$ cat src/rci_pkg.sv
// shared types for the ray / circle intersection pipeline
`timescale 1ns / 1ps

package rci_pkg;

	// control that travels beside each item down the pipeline
	typedef struct packed {
		logic vld;   // stage holds an item
		logic neg;   // discriminant below zero, item is a miss
	} rci_ctl_t;

endpackage

$ cat src/rci_sqrt_cell.sv
// one cell of the square root chain: one root bit per cell
`timescale 1ns / 1ps

module rci_sqrt_cell import rci_pkg::*; #(
	parameter int SQW = 28,
	parameter int HW  = 28
) (
	input  logic                  clk,
	input  logic                  arst_n,
	input  rci_ctl_t              ctl_prev,
	input  logic [2*SQW-1:0]      rad_prev,
	input  logic [SQW+1:0]        rem_prev,
	input  logic [SQW-1:0]        root_prev,
	input  logic signed [HW-1:0]  h_prev,
	output rci_ctl_t              ctl,
	output logic [2*SQW-1:0]      rad,
	output logic [SQW+1:0]        rem,
	output logic [SQW-1:0]        root,
	output logic signed [HW-1:0]  h
);

	localparam int RADW = 2 * SQW;
	localparam int RMW  = SQW + 2;

	rci_ctl_t              ctl_q;
	logic [RADW-1:0]       rad_q;
	logic [RMW-1:0]        rem_q;
	logic [SQW-1:0]        root_q;
	logic signed [HW-1:0]  h_q;

	logic [RMW-1:0] rem_sh, trial;
	logic           take;

	// bring down two radicand bits and try the next root bit
	always_comb begin
		rem_sh = {rem_prev[RMW-3:0], rad_prev[RADW-1:RADW-2]};
		trial  = {root_prev, 2'b01};
		take   = (rem_sh >= trial);
	end

	always_ff @(posedge clk or negedge arst_n) begin
		if (!arst_n) begin
			ctl_q <= '0;
		end else begin
			ctl_q <= ctl_prev;
		end
	end

	always_ff @(posedge clk) begin
		rad_q  <= {rad_prev[RADW-3:0], 2'b00};
		rem_q  <= take ? (rem_sh - trial) : rem_sh;
		root_q <= {root_prev[SQW-2:0], take};
		h_q    <= h_prev;
	end

	assign ctl  = ctl_q;
	assign rad  = rad_q;
	assign rem  = rem_q;
	assign root = root_q;
	assign h    = h_q;

endmodule
$ cat config.mk
export PLATFORM = sky130hd
export DESIGN_NAME = rci_sqrt_cell
export DESIGN_NICKNAME = d
export VERILOG_FILES = /design/src/rci_pkg.sv /design/src/rci_sqrt_cell.sv
export SDC_FILE = /design/constraint.sdc
export NUM_CORES = 1
export LEC_CHECK = 0
export ABC_AREA = 1
export BUFFER_PORTS_ARGS = -buffer_cell sky130_fd_sc_hd__buf_2
export CAP_MARGIN = 10
export CORE_MARGIN = 2
export CORE_UTILIZATION = 40
export DETAILED_ROUTE_END_ITERATION = 7
export PLACE_DENSITY = 0.71
export SYNTH_ARGS = -nofsm -noshare
export SYNTH_HDL_FRONTEND = slang
export SYNTH_SLANG_ARGS = --single-unit
$ cat constraint.sdc
create_clock -name clk -period 0.8 [get_ports clk]
set_input_delay 0.08 -clock clk [delete_from_list [all_inputs] [get_ports clk]]
set_output_delay 0.08 -clock clk [all_outputs]
set_load 0.02 [all_outputs]
==> results.toml, run 1 <==
[yosys]
synth_area_leaders = "dfxtp_1 48%, nand2_1 16%, inv_1 8.9%"
yosys_warnings = 0
ys_ff_latch = 142
synth_top_area_cell = "dfxtp_1"
yosysSeqAreaShare_pct = 48.82
yosysUniqueCellTypes = 31
synth_top_area_share_pct = 47.97
syn_inst = 752
syn_area_mm2 = 0.005843
avgSynthCellArea_um2 = 7.770

[cts]
clockBufferDepth = 2
cts_buffers = 17
cts.sinks = 142
htreeDepth = 4
cts_root_buf = "clkbuf_16"
cts.clk_slew.worst_paths_ns = 0.09
cts_tree = "built"

[global_routing]
grt_pass1_wl_um = 44680
grt_max_degree = 30
busiest_layer = "met2"
grt_pass1_vias = 7753
antenna_found_initial = 6
met2_usage_pct = 66.15
use_met1_pct = 39.23
met3_usage_pct = 9.665
grtUsageTotal_pct = 37.14
grt.overflow.total = 0

[place]
io_buffers = 285
pre_cts_ws_ns = -0.9330
place_area_mm2 = 0.008687
dp.cells = 1302
dp_hpwl_um = 14980
routabilityCongestion = 0.9233

[status]
violations = "design-rule violations, negative hold slack, negative setup slack"
status = "complete, but fails checks"

[layout]
syn_to_final_growth_pct = 119.6
fin_nets = 1476
fin_area_mm2 = 0.01283
final_cells = 1505
drive_above_1_share_pct = 61.92
multiInputGateArea_mm2 = 0.003495
fill_cells = 531
regArea_mm2 = 0.003028

[sta]
hold_viol = 1
finalSetupViolCount = 175
rsz0062_at_grt = "yes"
holdWs_ns = -0.01659
fin_ws_ns = -1.078
fmax_ghz = 0.5324
min_period_ns = 1.878
fin_crit_sh_pct = 234.8
worst_pin_slew_ns = 0.5251
max_slew_margin_pct = 64.89
slew_violations = 0

[detailed_routing]
routedWlPerCell_um = 28.76
firstDrtPassIters = 8
wl_um = 43290
drc = 182
dr.first_iter.drc_count = 1547
vias_per_cell = 5.926
vias = 8918
ant_nets = 0

[power_and_ir_drop]
p_leak_nw = 6.440
vdd_ir_drop_max_uv = 1578
powerDensity_mw_per_mm2 = 1993

[setup_path]
crit_path_end_kind = "register"
arrival_ns = 2.26
startpoint_type = "input port"
cp_max_fo = 2
criticalPathCategory = "in2reg"
critPathRequiredTime_ns = 1.19

[floorplanning]
core_mm2 = 0.01442
ios = 290
die_h_um = 124.9
num_rows = 44
die_area_mm2 = 0.01559
die_w_um = 124.9
start_util_pct = 40.51

[hold_path]
hold_end = "rem[13]"
min_path_type = "in2reg"
hold-path-cell-count = 4
worstHoldStart = "rem_prev[11]"

[flow_run]
maxCapViolations = 0
==> sequential cells by signal, summed over array words and instances, names as in the netlist <==
signal / cells
ctl: 2
h: 28
rad: 54
rem: 30
root: 28
==> worst max-delay path, stage by stage <==
cell and delay, ns:
buf_4 0.13, ha_4 0.17, inv_1 0.29, nand2_4 0.12
buf_4 0.16, inv_1 0.09, nand2_1 0.11, inv_1 0.12
nand2_1 0.15, inv_1 0.32, nand2_1 0.16, nand2_1 0.18
nand3_4 0.10, nand2_2 0.07
==> logic make-up (layout without fill, tap and decap cells) <==
| family | count (synthesis) | count (layout) | synth area share, % |
|---|---|---|---|
| simple gates | 390 | 390 | 29.68 |
| flops | 142 | 142 | 48.82 |
| other cells | 1 | 10 | 0.06418 |
| buf+inv | 152 | 712 | 10.86 |
| xor+xnor | 13 | 13 | 1.949 |
| compound gates | 24 | 24 | 2.206 |
| fa+ha+maj | 30 | 30 | 6.424 |
==> area by class of cell <==
type                    count  share of cell area (%)
diodes                      8                  0.1560
repair buffers            540                   38.05
clock buffers              17                   3.315
inverters                 140                   4.348
flip-flops and latches    142                   23.59
well taps                 184                   1.794
clock inverters            15                   1.511
multi-input cells         459                   27.23
==> cell usage after synthesis, drive strengths merged <==
| library cell | instances |
|---|---|
| dfrtp | 2 |
| o21bai | 2 |
| nand3b | 4 |
| nand3 | 77 |
| nand4 | 6 |
| dfxtp | 140 |
| a31oi | 1 |
| buf | 11 |
| o21ai | 2 |
| a21o | 1 |
| nor2 | 39 |
| nor3 | 3 |
| nand2 | 259 |
| clkbuf | 1 |
| and2 | 1 |
| ha | 30 |
| conb | 1 |
| and3 | 1 |
| xnor2 | 1 |
| xor2 | 12 |
| a21oi | 18 |
| inv | 140 |
==> routing by layer <==
metal	wire (um)	vias up
li1	-	3388
met1	12970	3941
met2	18050	1065
met3	6229	516
met4	5912	8
met5	132	-
==> power breakdown <==
part | internal, mW | switching (mW)
combinational | 3.76 | 4.63
clock | 4.79 | 4.19
sequential | 7.78 | 0.422
total | 16.3 | 9.25
==> cell usage in the layout (no fill, tap or decap), drive strengths merged, types with 18 or more instances in the layout <==
cell type | synthesis | routed
inv | 140 | 149
clkbuf | 1 | 20
dlygate4sd3 | 0 | 130
nand3 | 77 | 77
dfxtp | 140 | 140
a21oi | 18 | 18
nand2 | 259 | 259
ha | 30 | 30
buf | 11 | 407
nor2 | 39 | 39
==> what timing repair did <==
item / CTS / global route
buffers inserted: 11 / 15
gates cloned: 3 / 4
hold endpoints to repair: 130 / 0
hold buffers: 130 / 0
resized for setup: 488 / 157
pin swaps: 33 / 53
setup endpoints to repair: 173 / 173
==> worst max path at each step <==
stage / from / to / slack [ns] / depth (start not counted)
finish: rem_prev[13] / rem[16] / -1.08 / 14
global route: rem_prev[13] / rem[16] / -0.96 / 14
detailed placement: root_prev[17] / rem[23] / -0.93 / 14
floorplan: root_prev[0] / rem[10] / -0.64 / 14
CTS: root_prev[17] / rem[2] / -0.39 / 14
global placement: root_prev[17] / rem[23] / -0.88 / 14
==> stage by stage <==
stage               total power [mW]  utilization [%]  TNS [ns]  hold WS [ns]
detailed placement             12.94            60.23    -27.45       -0.1209
CTS                            22.88            83.70    -33.44      0.005738
global route                   25.87            88.94    -51.64      0.004176
floorplan                      10.86                -    -17.68       -0.2156
global placement               12.87            60.23    -26.17       -0.1197
finish                         25.58            88.97    -50.73      -0.01659
Note: power is estimated with default switching activity, not from simulation.
==> inputs of run 2 (changes only) <==
--- a/config.mk
+++ b/config.mk
@@ -7,3 +7,2 @@
 export LEC_CHECK = 0
-export ABC_AREA = 1
 export BUFFER_PORTS_ARGS = -buffer_cell sky130_fd_sc_hd__buf_2
@@ -13,3 +12,3 @@
 export DETAILED_ROUTE_END_ITERATION = 7
-export PLACE_DENSITY = 0.71
+export PLACE_DENSITY = 0.74
 export SYNTH_ARGS = -nofsm -noshare
==> constraint.sdc (replaced) <==
create_clock -name clk -period 0.8 [get_ports clk]
set_input_delay 0 -clock clk [delete_from_list [all_inputs] [get_ports clk]]
set_output_delay 0 -clock clk [all_outputs]
set_load 0.02 [all_outputs]
==> run 2 against run 1 <==
The run ends with negative hold slack, negative setup slack left. Clock power is 3.0% lower. Critical path depth decreased by 2. Via count decreased by 31%. Combinational power fell by 23%. Global-route usage up 0.083 points. Flip-flop and latch count unchanged. Final cell count decreased by 24%. Setup slack worse by 0.49 ns. Sequential share of layout area is 4.7 points higher. Wire length is 34% lower. Maximum frequency shrank 21%.
==> results.toml, run 2 <==
[detailed_routing]
vias = 6173
ant_nets = 0
drc = 0
firstDrtPassIters = 7
wl_um = 28430
wl_met1_um = 9458
routedWlPerCell_um = 24.94
dr_wl_met3_um = 2503
vias_per_cell = 5.415
dr.first_iter.drc_count = 582
dr_wl_met2_um = 13640
highest_layer = "met5"

[yosys]
synth_top_area_cell = "dfxtp_1"
yosys_warnings = 0
synth_area_leaders = "dfxtp_1 56%, mux2_4 8.2%, ha_1 7.6%"
yosysMostFrequentCell = "dfxtp_1"
ys.flop_type = "dfxtp_1"
async_flop_share_pct = 1.408
syn_area_mm2 = 0.004966
ys_top_cells_by_count = "140 x dfxtp_1, 35 x inv_1, 30 x ha_1"
avgSynthCellArea_um2 = 11.71
ys_ff_latch = 142
yosysUniqueCellTypes = 49
synth_top_area_share_pct = 56.44
synth_edf_count = 0
yosysSeqAreaShare_pct = 57.45
syn_inst = 424

[place]
dp_hpwl_um = 12360
dp.cells = 952
place_area_mm2 = 0.007358
io_buffers = 285
routabilityCongestion = 0.8343
pre_cts_ws_ns = -1.795

[setup_path]
cp_max_fo = 6
critPathRequiredTime_ns = 1.12
startpoint_type = "input port"
crit_path_end_kind = "register"
criticalPathCategory = "in2reg"
arrival_ns = 2.69

[sta]
max_slew_margin_pct = 66.24
finalSetupViolCount = 173
worst_pin_slew_ns = 0.5033
rsz0062_at_grt = "yes"
min_period_ns = 2.371
fmax_ghz = 0.4219
slew_violations = 0
holdWs_ns = -0.008350
hold_viol = 1
fin_ws_ns = -1.571
fin_crit_sh_pct = 296.3

[floorplanning]
core_mm2 = 0.01206
start_util_pct = 41.17
ios = 290
die_w_um = 115.4
num_rows = 40
die_area_mm2 = 0.01332
die_h_um = 115.4

[power_and_ir_drop]
vdd_ir_drop_max_uv = 1456
totalPowerFinal_mw = 23.32
powerDensity_mw_per_mm2 = 2180
p_leak_nw = 5.060

[hold_path]
min_path_type = "in2reg"

[status]
violations = "negative hold slack, negative setup slack"
status = "complete, but fails checks"

[cts]
cts_tree = "built"
cts_root_buf = "clkbuf_16"
htreeDepth = 4
cts.clk_slew.worst_paths_ns = 0.06
cts_buffers = 17
cts.sinks = 142
clockBufferDepth = 2

[layout]
fill_cells = 433
final_cells = 1140
final_common_cell = "buf_6"
final_cell_mix = "146 x buf_6, 143 x dlygate4sd3_1, 139 x dfxtp_2, 139 x buf_2, 89 x buf_4"
multiInputGateArea_mm2 = 0.002145
fin_nets = 1130
syn_to_final_growth_pct = 115.5
regArea_mm2 = 0.003030
fin_area_mm2 = 0.01070
largest_reg_flops = 54
drive_above_1_share_pct = 63.60

[global_routing]
grtUsageTotal_pct = 37.23
antenna_found_initial = 4
grt.overflow.total = 0
grt_pass1_wl_um = 36580
grt_pass1_vias = 6372
grt_max_degree = 19

[flow_run]
maxCapViolations = 0
## run 2: critical path: stages
cell      delay, ns
buf_2          0.09
inv_1          0.04
ha_1           0.39
nand4_1        0.17
a211oi_1       0.37
o311ai_0       0.20
buf_4          0.17
a21oi_1        0.21
o21ai_2        0.14
o211ai_1       0.41
xor2_1         0.19
mux2_4         0.29
## run 2: area by class of cell
cell class / instances / area share [%]
diodes: 5 / 0.1169
clock buffers: 19 / 4.139
clock inverters: 13 / 1.672
inverters: 35 / 1.275
multi-input cells: 236 / 20.04
flip-flops and latches: 142 / 28.32
well taps: 168 / 1.964
repair buffers: 522 / 42.47
## run 2: timing repair
action                                  in CTS  in global routing
endpoints found under the hold margin      143                  0
pin swaps                                    1                  4
endpoints found under the setup margin     173                173
buffers inserted                             2                  4
resized for setup                          426                 28
hold buffers                               143                  0
gates cloned                                 0                  2
## run 2: report_power, final
part	internal, mW	leakage, nW	switching (mW)	total (mW)
registers	7.78	1.21	0.375	8.15
clock network	5.08	0.295	3.64	8.72
logic	3.39	3.56	3.06	6.44
total	16.3	5.06	7.07	23.3
## run 2: routing by layer
metal	global-route usage, %	up-vias
li1	-	2525
met1	37.22	2853
met2	65.73	560
met3	10.41	233
met4	27.79	2
met5	0	-
## run 2: worst paths after layout
check	startpoint	to	slack [ns]	depth (start not counted)
max	root_prev[3]	rem[27]	-1.57	12
min in group asynchronous	arst_n	ctl[0]	0.47	3
min	rad_prev[55]	rem[1]	-0.008	4
max in group asynchronous	arst_n	ctl[1]	0.18	3
## run 2: logic make-up (layout without fill, tap and decap cells)
| group | count (synthesis) | after routing | synth area share, % |
|---|---|---|---|
| AOI/OAI and AO/OA | 76 | 76 | 10.00 |
| buffers and inverters | 47 | 589 | 4.157 |
| DFF | 142 | 142 | 57.45 |
| xor gates and xnor gates | 25 | 25 | 4.409 |
| adders and majority gates | 30 | 30 | 7.559 |
| other | 1 | 7 | 0.07551 |
| and+or+nand+nor | 73 | 73 | 7.559 |
| muxes | 30 | 30 | 8.793 |
## run 2: stage by stage
stage	setup TNS (ns)	utilization, %
floorplan	-48.53	-
global placement	-52.74	61.01
detailed placement	-54.49	61.01
CTS	-51.19	87.06
global route	-61.15	88.69
finish	-56.65	88.71
